$ cat config.mk
export PLATFORM = sky130hd
export DESIGN_NAME = generation_handle_refcount_pool
export DESIGN_NICKNAME = d
export VERILOG_FILES = /design/src/sv/ghrp_pkg.sv /design/src/sv/ghrp_store.sv /design/src/sv/ghrp_alu.sv /design/src/sv/generation_handle_refcount_pool.sv
export SDC_FILE = /design/constraint.sdc
export NUM_CORES = 1
export LEC_CHECK = 0
export BUFFER_PORTS_ARGS = -buffer_cell sky130_fd_sc_hd__buf_2
export CAP_MARGIN = 20
export CORE_MARGIN = 3
export CORE_UTILIZATION = 40
export CTS_CLUSTER_SIZE = 20
export DETAILED_ROUTE_END_ITERATION = 6
export PLACE_DENSITY = 0.67
export SETUP_SLACK_MARGIN = 0.4
export SYNTH_ARGS = -nofsm -noshare
export SYNTH_HDL_FRONTEND = slang
export SYNTH_HIERARCHICAL = 1
export SYNTH_SLANG_ARGS = --single-unit
$ cat constraint.sdc
create_clock -name clk -period 8.3 [get_ports clk]
set_input_delay 0.83 -clock clk [delete_from_list [all_inputs] [get_ports clk]]
set_output_delay 0.83 -clock clk [all_outputs]
set_load 0.02 [all_outputs]
$ cat src/sv/ghrp_pkg.sv
package ghrp_pkg;

  // Pool geometry
  localparam int POOL_SLOTS = 8;
  localparam int SLOT_W     = (POOL_SLOTS > 1) ? $clog2(POOL_SLOTS) : 1;
  localparam logic [SLOT_W-1:0] LAST_SLOT = SLOT_W'(POOL_SLOTS - 1);

  // Field widths
  localparam int OP_W  = 3;
  localparam int IDX_W = 8;
  localparam int GEN_W = 32;
  localparam int REF_W = 16;

  localparam logic [REF_W-1:0] REF_LIMIT = '1;

  // Opcodes
  localparam logic [OP_W-1:0] OP_ACQUIRE = 3'd0;
  localparam logic [OP_W-1:0] OP_FINISH  = 3'd1;
  localparam logic [OP_W-1:0] OP_RESOLVE = 3'd2;
  localparam logic [OP_W-1:0] OP_RETAIN  = 3'd3;
  localparam logic [OP_W-1:0] OP_RELEASE = 3'd4;

  // Sequencer states
  typedef enum logic {
    ST_IDLE,
    ST_STEP
  } state_t;

  // One slot of the pool
  typedef struct packed {
    logic [GEN_W-1:0] gen;
    logic [REF_W-1:0] refs;
    logic             cleanup;
    logic             filling;
    logic             kind;
  } slot_t;

  // Decision of the slot unit for one visited slot
  typedef struct packed {
    logic  wr_en;
    slot_t wr_data;
    logic  ok;
    logic  hit;
  } alu_res_t;

endpackage

$ cat src/sv/ghrp_store.sv
module ghrp_store (
  input  logic                      clk,
  input  logic                      rst,
  input  logic [ghrp_pkg::SLOT_W-1:0] addr,
  input  logic                      wr_en,
  input  ghrp_pkg::slot_t           wr_data,
  output ghrp_pkg::slot_t           rd_data
);
  import ghrp_pkg::*;

  slot_t slots [POOL_SLOTS];

  // Slot registers, cleared on reset; one access address shared by read and write
  always_ff @(posedge clk) begin
    if (rst) begin
      for (int i = 0; i < POOL_SLOTS; i++) begin
        slots[i] <= '0;
      end
    end else if (wr_en) begin
      slots[addr] <= wr_data;
    end
  end

  assign rd_data = slots[addr];

endmodule

$ cat src/sv/ghrp_alu.sv
module ghrp_alu (
  input  logic [ghrp_pkg::OP_W-1:0]  op,
  input  logic                       kind,
  input  logic [ghrp_pkg::GEN_W-1:0] gen,
  input  logic                       in_range,
  input  ghrp_pkg::slot_t            slot,
  output ghrp_pkg::alu_res_t         res
);
  import ghrp_pkg::*;

  logic             live;
  logic             reclaim;
  logic             dec;
  logic [REF_W-1:0] refs_sum;
  logic [GEN_W-1:0] gen_bump;
  slot_t            base;

  // Shared arithmetic: one reference adder, one generation incrementer
  assign dec      = (op == OP_RELEASE);
  assign refs_sum = slot.refs + (dec ? {REF_W{1'b1}} : REF_W'(1));
  assign gen_bump = (slot.gen == {GEN_W{1'b1}}) ? GEN_W'(1) : slot.gen + GEN_W'(1);

  assign live = (gen != '0) && in_range && (slot.gen == gen) && (slot.refs != '0);

  // Reclaim view of the slot during an acquire scan
  assign reclaim = slot.cleanup && (slot.refs == '0);

  always_comb begin
    base = slot;
    if (reclaim) begin
      base.cleanup = 1'b0;
      base.filling = 1'b0;
      base.kind    = 1'b0;
    end
    res         = '0;
    res.wr_data = slot;
    case (op)
      OP_ACQUIRE: begin
        res.wr_en   = reclaim;
        res.wr_data = base;
        if ((base.refs == '0) && !base.cleanup && !base.filling) begin
          res.wr_en           = 1'b1;
          res.wr_data.gen     = gen_bump;
          res.wr_data.kind    = kind;
          res.wr_data.filling = 1'b1;
          res.wr_data.refs    = REF_W'(1);
          res.ok              = 1'b1;
          res.hit             = 1'b1;
        end
      end
      OP_FINISH: begin
        if (live && slot.filling) begin
          res.wr_en           = 1'b1;
          res.wr_data.filling = 1'b0;
          res.ok              = 1'b1;
        end
      end
      OP_RESOLVE: begin
        res.ok = live && !slot.filling && (slot.kind == kind);
      end
      OP_RETAIN: begin
        if (live && !slot.filling && !slot.cleanup && (slot.refs != REF_LIMIT)) begin
          res.wr_en        = 1'b1;
          res.wr_data.refs = refs_sum;
          res.ok           = 1'b1;
        end
      end
      OP_RELEASE: begin
        if (gen == '0) begin
          res.ok = 1'b1;
        end else if (live && !slot.cleanup) begin
          res.wr_en        = 1'b1;
          res.wr_data.refs = refs_sum;
          // last reference gone: park the slot until an acquire reclaims it
          if (slot.refs == REF_W'(1)) begin
            res.wr_data.cleanup = 1'b1;
          end
          res.ok = 1'b1;
        end
      end
      default: begin
        res = '0;
      end
    endcase
  end

endmodule

$ cat src/sv/generation_handle_refcount_pool.sv
// Sequence: finish, resolve, retain, release and unused opcodes are registered, evaluated
//   in ST_STEP and give their registered word on done; acquire visits one slot per cycle.
// Throughput: a new start is taken in the cycle done is high; one slot unit evaluated
//   per cycle sets the pace (an acquire scan stops at the first free slot or the last slot).
// Reset: rst (synchronous) clears all slots to generation 0, no references, directory.
// The receiver cannot stall: done is high for one cycle only; the word holds until the next result.
module generation_handle_refcount_pool (
  input  logic                       clk,
  input  logic                       rst,
  input  logic                       start,
  output logic                       busy,
  input  logic [ghrp_pkg::OP_W-1:0]  opcode,
  input  logic                       kind,
  input  logic [ghrp_pkg::IDX_W-1:0] handle_index,
  input  logic [ghrp_pkg::GEN_W-1:0] handle_generation,
  output logic                       done,
  output logic                       ok,
  output logic [ghrp_pkg::IDX_W-1:0] out_index,
  output logic [ghrp_pkg::GEN_W-1:0] out_generation
);
  import ghrp_pkg::*;

  state_t            state;
  state_t            state_next;
  logic [OP_W-1:0]   op_q;
  logic              kind_q;
  logic [GEN_W-1:0]  gen_q;
  logic              in_range;
  logic [SLOT_W-1:0] addr;
  logic [SLOT_W-1:0] addr_next;
  logic              finish;
  slot_t             rd_data;
  alu_res_t          res;

  // Slot storage and the shared slot unit
  ghrp_store u_store (
    .clk     (clk),
    .rst     (rst),
    .addr    (addr),
    .wr_en   (res.wr_en && (state == ST_STEP)),
    .wr_data (res.wr_data),
    .rd_data (rd_data)
  );

  ghrp_alu u_alu (
    .op       (op_q),
    .kind     (kind_q),
    .gen      (gen_q),
    .in_range (in_range),
    .slot     (rd_data),
    .res      (res)
  );

  assign busy = (state != ST_IDLE);

  // Sequencer: next state and scan pointer
  always_comb begin
    state_next = state;
    addr_next  = addr;
    finish     = 1'b0;
    case (state)
      ST_IDLE: begin
        if (start) begin
          state_next = ST_STEP;
          addr_next  = (opcode == OP_ACQUIRE) ? '0 : handle_index[SLOT_W-1:0];
        end
      end
      ST_STEP: begin
        if ((op_q != OP_ACQUIRE) || res.hit || (addr == LAST_SLOT)) begin
          finish     = 1'b1;
          state_next = ST_IDLE;
        end else begin
          addr_next = addr + SLOT_W'(1);
        end
      end
      default: begin
        state_next = ST_IDLE;
      end
    endcase
  end

  always_ff @(posedge clk) begin
    if (rst) begin
      state <= ST_IDLE;
      done  <= 1'b0;
    end else begin
      state <= state_next;
      done  <= finish;
    end
  end

  // Command word and scan pointer
  always_ff @(posedge clk) begin
    addr <= addr_next;
    if (start && !busy) begin
      op_q     <= opcode;
      kind_q   <= kind;
      gen_q    <= handle_generation;
      in_range <= ({1'b0, handle_index} < (IDX_W + 1)'(POOL_SLOTS));
    end
  end

  // Result word
  always_ff @(posedge clk) begin
    if (finish) begin
      ok             <= res.ok;
      out_index      <= res.hit ? IDX_W'(addr) : '0;
      out_generation <= res.hit ? res.wr_data.gen : '0;
    end
  end

`ifndef SYNTHESIS
  a_done_idle: assert property (@(posedge clk) disable iff (rst)
    done |-> (state == ST_IDLE))
    else $error("result word while a command is still in progress");

  a_start_step: assert property (@(posedge clk) disable iff (rst)
    (start && !busy) |=> (state == ST_STEP))
    else $error("accepted command did not start");

  a_single_step: assert property (@(posedge clk) disable iff (rst)
    ((state == ST_STEP) && (op_q != OP_ACQUIRE)) |=> done)
    else $error("handle operation took more than one step");

  a_gen_needs_ok: assert property (@(posedge clk) disable iff (rst)
    (done && !ok) |-> ((out_generation == '0) && (out_index == '0)))
    else $error("refused command returned a handle");

  a_hit_gen_nonzero: assert property (@(posedge clk) disable iff (rst)
    ((state == ST_STEP) && res.hit) |-> (res.wr_data.gen != '0))
    else $error("acquire handed out a null generation");
`endif

endmodule

---- Word level (Yosys, flattened, before mapping) ----
Memory sizes are Yosys's and may differ from the RTL's. A register that Yosys moved wholly into a read port is not among the register bits.
Index checks and enable logic that the tools add are counted.
cells by class
  add/subtract/negate cells ............... 3
  magnitude comparators ................... 1
  equality and inequality tests ........... 12
  muxes and demuxes ....................... 41
  bitwise logic cells ..................... 1
  reduce and logical (&&, ||, !) cells .... 34
operators by type and width
  cell                                                                           number
  16-bit one-hot mux with 4 select lines                                         1
  32-bit one-hot mux with 2 select lines                                         1
  51-bit two-way mux                                                             1
  51-bit OR reduction                                                            1
  49-bit two-way mux                                                             1
  17-bit two-way mux                                                             2
  32-bit by 1-bit adder with 32-bit output (second input constant)               1
  32-bit == test                                                                 1
  32-bit == test (second input constant)                                         1
  32-bit logical NOT                                                             1
  16-bit two-way mux                                                             2
  32-bit two-way mux                                                             1
  32-bit nonzero test                                                            1
  1-bit two-way mux                                                              18
  3-bit two-way mux                                                              6
  16-bit adder                                                                   1
  16-bit by 1-bit == test with 1-bit output (second input constant)              1
  16-bit logical NOT                                                             1
  16-bit inequality test (second input constant)                                 1
  16-bit nonzero test                                                            1
  1-bit logical AND                                                              14
  8-bit by 4-bit less-than comparator with 1-bit output (second input constant)  1
  3-bit by 2-bit == test with 1-bit output (second input constant)               2
  3-bit == test (second input constant)                                          2
  other kinds (19)                                                               29
word-level totals
  bits in registers ....................... 83
  RAM bits ................................ 408
  word-level logic and storage cells ...... 104
  memories kept ........................... 1
memory list
  memory         words  bits a word  read ports  clocked after Yosys merged registers in  write ports  RTL line          RTL
  u_store.slots  8      51           1           1                                        8            ghrp_store.sv:11  slot_t slots [POOL_SLOTS];

---- Longest topological paths before layout ----
Gate-level depths: netlist (run 1).
  depth after elaboration ................. 15
  depth in mapped cells ................... 19
  depth with buffers taken out ............ 14

---- Cells and area by module ----
The synthesis (run 1) kept the hierarchy.
by module, submodules not included
  module                           instances  cells an instance  area an instance (um^2)  seq. area each (um^2)
  ghrp_store                       1          1113               18382.6                  12251.8
  ghrp_alu                         1          477                2839.0                   0.0
  generation_handle_refcount_pool  1          146                2757.6                   2322.2

---- Worst setup path before layout (run 1) ----
Ideal clock, no wire load.
  path kind ............................... register to register
  start point ............................. reg addr[0]
  end point ............................... reg ok, enable pin
  setup time .............................. 0.485 ns
  data arrival time ....................... 5.765 ns
  data required time ...................... 7.815 ns
  slack ................................... 2.050 ns
  cell stages (with the launch flop) ...... 15
  buffers on the path ..................... 5
  period minus slack after synthesis ...... 6.250 ns
  path through ............................ edfxtp_1 -> buf_6 -> buf_8 -> buf_6 -> mux4_1 -> nand2_1 -> nand2_1 -> clkbuf_1 -> nor4_1 -> and4_1 -> and3_1 -> clkbuf_1 -> and2_1 -> nor2_1 -> a21boi_0
on the way
  word-level cells in the longest chain between the ends .. 4
RTL lines
  item                    RTL line                                RTL
  start, declared         generation_handle_refcount_pool.sv:29   logic [SLOT_W-1:0] addr;
  start signal, assigned  generation_handle_refcount_pool.sv:94   addr <= addr_next;
  3-bit == test           generation_handle_refcount_pool.sv:69   if ((op_q != OP_ACQUIRE) || res.hit || (addr == LAST_SLOT)) begin
  1-bit logical OR        generation_handle_refcount_pool.sv:69
  1-bit two-way mux       generation_handle_refcount_pool.sv:69
  1-bit two-way mux       generation_handle_refcount_pool.sv:61   case (state)
  via finish              generation_handle_refcount_pool.sv:31   logic finish;
  end signal, assigned    generation_handle_refcount_pool.sv:106  ok <= res.ok;
  end, declared           generation_handle_refcount_pool.sv:17   output logic ok,
The timed path passes the listed nets, and every way through them passes these cells.
A chain may end at the register's enable or synchronous reset.

==> impl_results.md, run 1 <==
* Number of global-route vias before repair at 14.9k
* Final Cycle Share at 74.3%
* Finished Cell Area at 26800 um^2
* Seq pwr share at 50.1%
* Final Hold Fails at 0
* Clock skew at between 0.02 and 0.03 ns
* Residual DRC count at 0
* Clk buf depth at 3
* Num CTS Buffers at 52
* M1 GR Usage at approximately 27%
* Clk root buf: clkbuf_16
* Die ar. at 62900 um^2
* Run status: complete, no violations
* Post-CTS sizing at 0
* Final WS setup at 2.13 ns
* M3 GR Usage at 3.22%
* Worst hold path class: in -> reg
* Max-slew headroom at the worst pin at a little over a quarter
* Startpoint types: flip-flop
* Hpwl dp at around 39000 um
* Die height at approximately 250 um
* Gr usage total at ~20%
* Warnings from Yosys at 6
* Ys async rst share at 0%
* Syn avg cell area at 13.8 um^2
* Family with the most delay on the worst path: simple AND/OR/NAND/NOR gates
* Comb power frac at between 10% and 20%
* Inserted Diodes at 0
* Post-CTS setup buffer count at 0
* Clock Sinks at about 500
* Gr busiest metal: met2
* Predominant post-synthesis flop cell: edfxtp_1
* TNS Setup at 0 ns
* Worst EP required at roughly 8.5 ns
* # hold bufs at CTS at 0
* Antenna violations before repair at 0
* Dpl cells at 2516
* Final Power at 0.00565 W
* Vias/cell at 5.72
* EDFF count, synth at between 400 and 500
* CP bufs+invs at 2
* Critical path's slowest cell: nor4_1
* H-tree depth at 2
* Largest net degree at the start of global routing at 89
* Worst EP arrival at around 6.4 ns
* Worst skew pair latency at 0.60 ns
* Sw frac at 24.8%
* Final setup viols at 0
* Placer congestion estimate at 0.916
* Psw at 0.00140 W
* Met2 usage at 32.8%
* Number of port buffers at 84
* Routed len/inst at around 24 um
* Worst vdd ir at 0.119 mV
* Register area share after synthesis at between 60% and 70%
* Fin nets at ~1.9k
* First-pass GRT wire length at approximately 95000 um
* Final ANT Viol Nets at 0
* Total core area at 59100 um^2
* Setup WS pre-CTS at 2.20 ns
* Synth Instances at 1736
* Pre-antenna DRT Iters at 6
* Power share of the clock group at 38.8%
* Reg clk slew, reported paths at 0.06 ns
* Final Non-Filler Cells at 2614
* Final min period at 6.17 ns
* RSZ-0062 raised after global routing: false
* Via count at between 10k and 15k
* MaxCap Viol Count at 0
* Cell Int Power at about 0.0042 W
* Layout cells sized above 1 at 17.8%
* F_max at 162 MHz
* Initial Util at 40.6%
* Netlist Area Pre-Place at 24000 um^2
* Worst-case reg-to-reg path depth at 13
* Maximum fanout along the worst path at 27
* Worst Hold Depth at 1
* WS Path Type: reg -> reg
* Leak pwr at 9.92 nW
* Stages on worst setup path at 13
* # IOs at 90
* Tightest Pin Transition at between 1 and 1.5 ns
* Synth cell types at 74
* Critical Path Sink Type: flip-flop
* DIE WIDTH at 251 um
* Drt first-iter violations at ~1.6k
* CP Cell Sequence: buf_4 > mux4_1 > mux2_2 > nor4_1 > and4_1 > and3_1 > and2_1 > a21o_1 > and2_1 > nand3b_1 > nor2_4 > or2_2 > buf_4
* Total global routing overflow at 0
* Commonest cells after routing, fill and taps aside: 484 x edfxtp_1, 456 x and2_1, 113 x nand2_1, 84 x buf_2, 65 x mux4_2
* Area post-placement at 25200 um^2
* CTS tree: yes
* Row Count at between 80 and 90
* Most common cell after layout, fill and taps aside: edfxtp_1
* Max-slew violation count at 0
* Area delta synth->final at 11.7%
* Pwr dens at approximately 210 nW/um^2
* Final wirelength at 63400 um
* Seq cells post-synth at 486
* CP peak stage delay at 0.80 ns
## layout make-up
type                    instances  area, um^2
clock buffers                  62        1340
flip-flops and latches        486       14600
fillers                      5113       32300
clock inverters                31         246
repair buffers                126         793
well taps                     773         967
inverters                      22        82.6
multi-input cells            1114        8790
## per-layer routing
layer  routed length [um]  part of all wire, %  vias up
met5                    0                    0        -
met4                 1860                  2.9        0
met3                 4730                  7.4      111
met2                30500                   48      665
met1                26300                   42     7575
li1                     -                    -     6597
## worst reg2reg max path, stage by stage (launching register included)
cell and delay (ns):
edfxtp_1 0.42, buf_4 0.40, mux4_1 0.64, mux2_2 0.37, nor4_1 0.81, and4_1 0.42, and3_1 0.53, and2_1 0.23
a21o_1 0.09, and2_1 0.13, nand3b_1 0.30, nor2_4 0.22, or2_2 0.73, buf_4 0.52
## power by group through the flow
| stage | Combinational [W] | Clock, W | Sequential [W] |
|---|---|---|---|
| after CTS | 0.000624 | 0.00222 | 0.00283 |
| after global routing | 0.000676 | 0.00233 | 0.00283 |
| after global placement | 0.000614 | 0 | 0.00287 |
| after floorplan | 0.000424 | 0 | 0.00286 |
| after detailed placement | 0.000622 | 0 | 0.00288 |
| final | 0.000628 | 0.00219 | 0.00283 |
## logic make-up after synthesis
logic type / synth area share [%]
flip-flops: 60.8
AND/OR/NAND/NOR: 19.4
XOR/XNOR: 1.10
adder cells (fa/ha/maj): 0.209
AO/OA/AOI/OAI: 4.05
multiplexers: 11.6
other: 0.0156
buffers and inverters: 2.83
## flip-flops by register name, summed over array words and instances (netlist names)
register and count:
u_store/slots 408, gen_q 32, out_generation 32, addr 3, op_q 3, out_index 3
busy 1, done 1, in_range 1, kind_q 1, ok 1
## worst paths after layout
check | from | to | slack [ns]
max | addr[0]$_DFFE_PP_ | u_store/slots[7][27]$_SDFFCE_PN0P_ | 2.13
min | handle_generation[14] | gen_q[14]$_DFFE_PP_ | 0.40
max reg2reg | addr[0]$_DFFE_PP_ | u_store/slots[7][27]$_SDFFCE_PN0P_ | 2.13
min reg2reg | addr[0]$_DFFE_PP_ | addr[1]$_DFFE_PP_ | 0.82
## per-stage QoR
stage / utilization [%] / hold WS, ns
3_3_place_gp: 42.5 / 0.781
6_report: 45.3 / 0.401
4_1_cts: 45.2 / 0.376
3_5_place_dp: 42.6 / 0.805
2_1_floorplan: - / 0.546
5_1_grt: 45.3 / 0.386
## synth_stat cells (14+ instances only)
| cell | instances | area, um^2 |
|---|---|---|
| xor2_1 | 16 | 140 |
| nor3_1 | 27 | 135 |
| nand2_1 | 113 | 424 |
| nor4_1 | 22 | 138 |
| inv_1 | 22 | 82.6 |
| nand3_1 | 29 | 145 |
| edfxtp_1 | 484 | 14500 |
| and2_1 | 456 | 2850 |
| a21oi_1 | 33 | 165 |
| o21ai_0 | 31 | 155 |
| and3_1 | 26 | 163 |
| mux2_2 | 30 | 338 |
| mux4_2 | 65 | 1460 |
| clkbuf_1 | 77 | 289 |
| xnor2_1 | 14 | 123 |
| mux4_1 | 36 | 946 |
| nor2_1 | 29 | 109 |
| nand4_1 | 19 | 119 |
Note: power is estimated with default switching activity, not from simulation.
==> run 2, diff against run 1 <==
Clock period 8.3 ns to 5.7 ns, I/O delays scaled along.
==> impl_results.md, run 2 (synthesized netlist as in run 1, its figures left out) <==
* Run status: complete, no violations
* Clk buf depth at 3 (unchanged)
* Residual DRC count at 0 (unchanged)
* Antenna violations before repair at 1 (+1)
* Maximum fanout along the worst path at 51 (+89%)
* Via count at 15.2k (+1.8%)
* Worst Hold Depth at 1 (unchanged)
* Worst EP required at 5.93 ns (-2.61 ns)
* Total global routing overflow at 0 (unchanged)
* Row Count at 89 (unchanged)
* Flop-to-flop setup slack at 0.64 ns (-1.50 ns)
* Biggest register: u_store/slots
* Routed len/inst at 24.2 um (-0.21%)
* Final ANT Viol Nets at 0 (unchanged)
* Final wirelength at 63800 um (+0.52%)
* Largest net degree at the start of global routing at 53 (-40%)
* Worst hold path class: in -> reg
* Leak pwr at 10.0 nW (+1.2%)
* Pwr dens at 302 nW/um^2 (+43%)
* Clock skew at 0.0428 ns (+0.0139 ns)
* Multi-input gate area in the final layout at 8810 um^2 (+0.21%)
* First-pass GRT wire length at 95300 um (+0.71%)
* Final setup viols at 0 (unchanged)
* WS Path Type: reg -> reg
* Final WS setup at 0.637 ns (-1.50 ns)
* Tightest Pin Transition at 1.04 ns (-0.0532 ns)
* Num CTS Buffers at 50 (-3.8%)
* Worst vdd ir at 0.204 mV (+72%)
* Worst-case reg-to-reg path depth at 14 (+1)
* Number of global-route vias before repair at 15.2k (+2.2%)
* MaxCap Viol Count at 0 (unchanged)
* Reg area at 14600 um^2 (unchanged)
* Largest register FFs at 408 (unchanged)
* Fin nets at 1870 (+0.92%)
* Clk root buf: clkbuf_16
* # IOs at 90 (unchanged)
* Final Cycle Share at 88.8% (+15 points)
* Final Hold Fails at 0 (unchanged)
* Total core area at 59100 um^2 (unchanged)
* Placer congestion estimate at 0.969 (+5.8%)
* Hpwl dp at 37900 um (-1.8%)
* TNS Setup at 0 ns (unchanged)
* Reg clk slew, reported paths at 0.06 ns (about the same)
* H-tree depth at 2 (unchanged)
* CP Cell Sequence: buf_12 > mux4_1 > mux2_2 > nand2b_1 > o2111ai_1 > or4_1 > or4_4 > nor2_1 > a21o_1 > and2_1 > or3b_4 > nor2_4 > or2_2 > buf_12
* CTS tree: yes
* Worst skew pair latency at 0.62 ns (+0.02 ns)
* Max-slew violation count at 0 (unchanged)
* Layout cells sized above 1 at 18.4% (+0.63 points)
* Startpoint types: flip-flop
* Final min period at 5.06 ns (-1.10 ns)
* Most common cell after layout, fill and taps aside: edfxtp_1
* Clock Sinks at 486 (unchanged)
* Initial Util at 40.6% (unchanged)
* Vias/cell at 5.78 (+1.0%)
* Top flop regs: u_store/slots (408), gen_q (32), out_generation (32)
* Die ar. at 62900 um^2 (unchanged)
* Critical Path Sink Type: flip-flop
* CP most frequent cell: buf_12
* Critical path's slowest cell: mux4_1
* CP peak stage delay at 0.60 ns (-0.20 ns)
* Die height at 251 um (unchanged)
* Max-slew headroom at the worst pin at 29.9% (+3.6 points)
* Commonest cells after routing, fill and taps aside: 484 x edfxtp_1, 456 x and2_1, 113 x nand2_1, 84 x buf_2, 65 x mux4_2
* # fillers at 5217 (+2.0%)
* Gr usage total at 20.1% (+0.17 points)
* Number of port buffers at 84 (unchanged)
* Worst EP arrival at 5.30 ns (-1.11 ns)
* Inserted Diodes at 0 (unchanged)
* DIE WIDTH at 251 um (unchanged)
* RSZ-0062 raised after global routing: false
* F_max at 197 MHz (+22%)
* Drt first-iter violations at 1707 (+5.8%)
* Pre-antenna DRT Iters at 7 (+1)
* Setup WS pre-CTS at 0.463 ns (-1.74 ns)
* Area delta synth->final at 12.8%
-- run 2: cell types whose count changed in the layout (fill, tap and decap cells not counted), moves of 2 or more --
| cell | change |
|---|---|
| clkbuf_16 | -2 |
| clkbuf_8 | +6 |
| clkbuf_1 | +6 |
| clkinv_2 | -6 |
| nor4_2 | +3 |
| nor4_1 | -3 |
| clkinvlp_4 | -2 |
| buf_12 | +6 |
| buf_6 | +12 |
| clkbuf_4 | -2 |
-- run 2: critical path: cells and delay by family (launching register included) --
family,cells,cell delay (ns)
and+or+nand+nor,8,2.30
buffers and inverters,2,0.63
DFF,1,0.44
AOI/OAI and AO/OA,2,0.28
muxes,2,0.95
-- run 2: timing repair --
item                       4_1_cts  5_1_grt
setup endpoints to repair        5      797
hold buffers                     0        0
setup buffers                    0        1
hold endpoints to repair         0        0
gates resized for setup          1       22
-- run 2: area by class of cell --
class	count	share of cell area, %
flip-flops and latches	486	53.9
multi-input cells	1114	32.6
clock buffers	70	5.05
repair buffers	145	3.95
well taps	773	3.58
clock inverters	23	0.648
inverters	22	0.305
-- run 2: layer usage --
metal,wire (um),global-route usage (%),up-vias
met4,2360,7.65,0
met2,29500,32.6,732
met3,5100,3.19,147
met1,26800,27.6,7678
li1,-,-,6655
met5,0,0,-
-- run 2: path summary, 6_finish.rpt --
| path | start | to |
|---|---|---|
| worst min register to register | busy$_SDFF_PP0_ | done$_SDFF_PP0_ |
| worst min-delay path | handle_generation[19] | gen_q[19]$_DFFE_PP_ |
| worst max register to register | addr[0]$_DFFE_PP_ | u_store/slots[3][20]$_SDFFCE_PN0P_ |
| worst max-delay path | addr[0]$_DFFE_PP_ | u_store/slots[3][20]$_SDFFCE_PN0P_ |
-- run 2: stage by stage --
stage / instances / cell area, um^2 / utilization, % / hold WS [ns] / total power, W
floorplan: 1740 / 24000 / - / 0.549 / 0.00478
global placement: 2537 / 25400 / 42.9 / 0.748 / 0.00510
detailed placement: 2537 / 25400 / 42.9 / 0.748 / 0.00512
CTS: 2630 / 26900 / 45.6 / 0.132 / 0.00821
global route: 2633 / 27000 / 45.7 / 0.141 / 0.00843
finish: 2633 / 27000 / 45.7 / 0.161 / 0.00817
-- run 2: power breakdown --
| group | internal (W) | switching (W) | total (W) |
|---|---|---|---|
| clock | 0.00176 | 0.00134 | 0.00310 |
| sequential | 0.00405 | 0.0000612 | 0.00411 |
| combinational | 0.000342 | 0.000609 | 0.000952 |
==> run 3, diff against run 2 <==
Settings changed: BUFFER_PORTS_ARGS -buffer_cell sky130_fd_sc_hd__buf_2 to not set, CORE_UTILIZATION 40 to 45, DONT_BUFFER_PORTS set to 1, PLACE_DENSITY 0.67 to 0.71, SKIP_CTS_REPAIR_TIMING set to 1.
==> impl_results.md, run 3 (synthesized netlist as in run 1, its figures left out) <==
* Worst EP arrival at 5.34 ns (+0.04 ns)
* Final wirelength at 65600 um (+3.0%)
* Clock Sinks at 486 (unchanged)
* Die ar. at 56100 um^2 (-11%)
* Tightest Pin Transition at 1.01 ns (-0.0343 ns)
* Via count at 15.2k (-0.36%)
* Worst setup startpoint: addr[0]$_DFFE_PP_
* Gr usage total at 23.0% (+2.8 points)
* Clk buf depth at 3 (unchanged)
* Num CTS Buffers at 51 (+2.0%)
* TNS Setup at 0 ns (unchanged)
* Number of port buffers at 0 (-100%)
* Total global routing overflow at 0 (unchanged)
* DIE WIDTH at 237 um (-5.6%)
* Final Cycle Share at 89.5% (+0.69 points)
* Die height at 237 um (-5.6%)
* Drt first-iter violations at 1442 (-16%)
* Pre-antenna DRT Iters at 6 (-1)
* RSZ-0062 raised after global routing: true
* Startpoint types: flip-flop
* Worst-case reg-to-reg path depth at 16 (+2)
* Total core area at 52000 um^2 (-12%)
* Residual DRC count at 0 (unchanged)
* Worst EP required at 5.94 ns (about the same)
* Largest net degree at the start of global routing at 52 (-1.9%)
* Reg clk slew, reported paths at 0.06 ns (about the same)
* End of the worst register-to-register path: u_store/slots[5][35]$_SDFFCE_PN0P_
* Commonest cells after routing, fill and taps aside: 484 x edfxtp_1, 456 x and2_1, 113 x nand2_1, 88 x buf_4, 65 x mux4_2
* Vias/cell at 6.06 (+4.8%)
* Max-slew violation count at 0 (unchanged)
* H-tree depth at 2 (unchanged)
* Initial Util at 46.1% (+5.5 points)
* Worst skew pair latency at 0.62 ns (about the same)
* Most common cell after layout, fill and taps aside: edfxtp_1
* Row Count at 83 (-6.7%)
* Final ANT Viol Nets at 0 (unchanged)
* Placer congestion estimate at 0.917 (-5.4%)
* F_max at 196 MHz (-0.77%)
* Run status: complete, no violations
* First-pass GRT wire length at 96600 um (+1.4%)
* Critical Path Sink Type: flip-flop
* Largest register FFs at 408 (unchanged)
* Worst r2r src: addr[0]$_DFFE_PP_
* Inserted Diodes at 0 (unchanged)
* Pwr dens at 308 nW/um^2 (+2.0%)
* Clock skew at 0.0212 ns (-0.0216 ns)
* Final min period at 5.10 ns (+0.0393 ns)
* # fillers at 4235 (-19%)
* Area delta synth->final at 12.1%
* CTS tree: yes
* Top flop regs: u_store/slots (408), gen_q (32), out_generation (32)
* Number of global-route vias before repair at 15.1k (-0.87%)
* Flop-to-flop setup slack at 0.60 ns (-0.04 ns)
* Antenna violations before repair at 1 (unchanged)
* Layout cells sized above 1 at 17.1% (-1.3 points)
* Max-slew headroom at the worst pin at 32.2% (+2.3 points)
* Biggest register: u_store/slots
* Leak pwr at 9.94 nW (-0.92%)
* Fin nets at 1833 (-2.0%)
* Maximum fanout along the worst path at 31 (-39%)
* # IOs at 90 (unchanged)
* Clk root buf: clkbuf_16
* Worst vdd ir at 0.244 mV (+20%)
* Final Hold Fails at 0 (unchanged)
* Final Power at 0.00828 W (+1.4%)
* Final setup viols at 0 (unchanged)
* MaxCap Viol Count at 0 (unchanged)
* Worst hold path class: in -> reg
* WS Path Type: reg -> reg
* Hpwl dp at 39800 um (+4.9%)
* Routed len/inst at 26.2 um (+8.3%)
* Worst Setup EP: u_store/slots[5][35]$_SDFFCE_PN0P_
## run 3: changes by cell type in the layout (fill, tap and decap cells not counted), sizes merged
| cell | delta |
|---|---|
| clkinvlp | +1 |
| nor3 | +1 |
| inv | +1 |
| clkbuf | -6 |
| clkinv | +2 |
| buf | -36 |
## run 3: report_power, final
part	total (W)	switching (W)	internal, W
Clock	0.00319	0.00139	0.00180
Sequential	0.00413	0.0000748	0.00405
Combinational	0.000966	0.000611	0.000355
Total	0.00828	0.00208	0.00621
## run 3: cell type report
| type | count | area (um^2) | area share [%] |
|---|---|---|---|
| Sequential cell | 486 | 14600 | 54.2 |
| Multi-Input combinational cell | 1115 | 8830 | 32.8 |
| Clock buffer | 67 | 1380 | 5.12 |
| Timing Repair Buffer | 106 | 960 | 3.57 |
| Tap cell | 680 | 851 | 3.16 |
| Clock inverter | 27 | 214 | 0.796 |
| Inverter | 22 | 82.6 | 0.307 |
## run 3: layer usage
| layer | GRT usage [%] | vias to the layer above | routed length, um |
|---|---|---|---|
| met2 | 37.1 | 754 | 30900 |
| met4 | 8.19 | 0 | 2210 |
| met3 | 4.29 | 132 | 5360 |
| met5 | 0 | - | 0 |
| li1 | - | 6557 | - |
| met1 | 31.3 | 7714 | 27200 |
## run 3: worst min path at each step
stage | from | to | cells after the start
finish | handle_generation[9] | gen_q[9]$_DFFE_PP_ | 0
global route | handle_generation[9] | gen_q[9]$_DFFE_PP_ | 0
CTS | handle_generation[9] | gen_q[9]$_DFFE_PP_ | 0
detailed placement | handle_generation[6] | gen_q[6]$_DFFE_PP_ | 0
global placement | handle_generation[15] | gen_q[15]$_DFFE_PP_ | 0
floorplan | op_q[0]$_DFFE_PP_ | done$_SDFF_PP0_ | 2
## run 3: metrics by stage
stage	area (um^2)	instances	util [%]	hold WS, ns	worst slack (ns)
finish	26900	2503	51.7	0.0503	0.597
global route	26900	2503	51.7	0.0276	0.347
CTS	26700	2490	51.4	0.0151	0.230
detailed placement	25100	2396	48.3	0.669	0.266
global placement	25100	2396	48.3	0.669	0.347
floorplan	24000	1740	-	0.549	0.432
## run 3: worst max-delay path: stages (launching register included)
cell and delay, ns:
edfxtp_1 0.45, buf_12 0.28, buf_4 0.28, buf_4 0.19, mux4_2 0.49, mux2_2 0.31
xnor2_1 0.33, nand4b_1 0.17, or4_4 0.52, nor2_1 0.15, a21o_1 0.13, and2_1 0.15
nand3b_1 0.25, buf_4 0.26, nor2_4 0.07, or2_2 0.12, buf_4 0.52
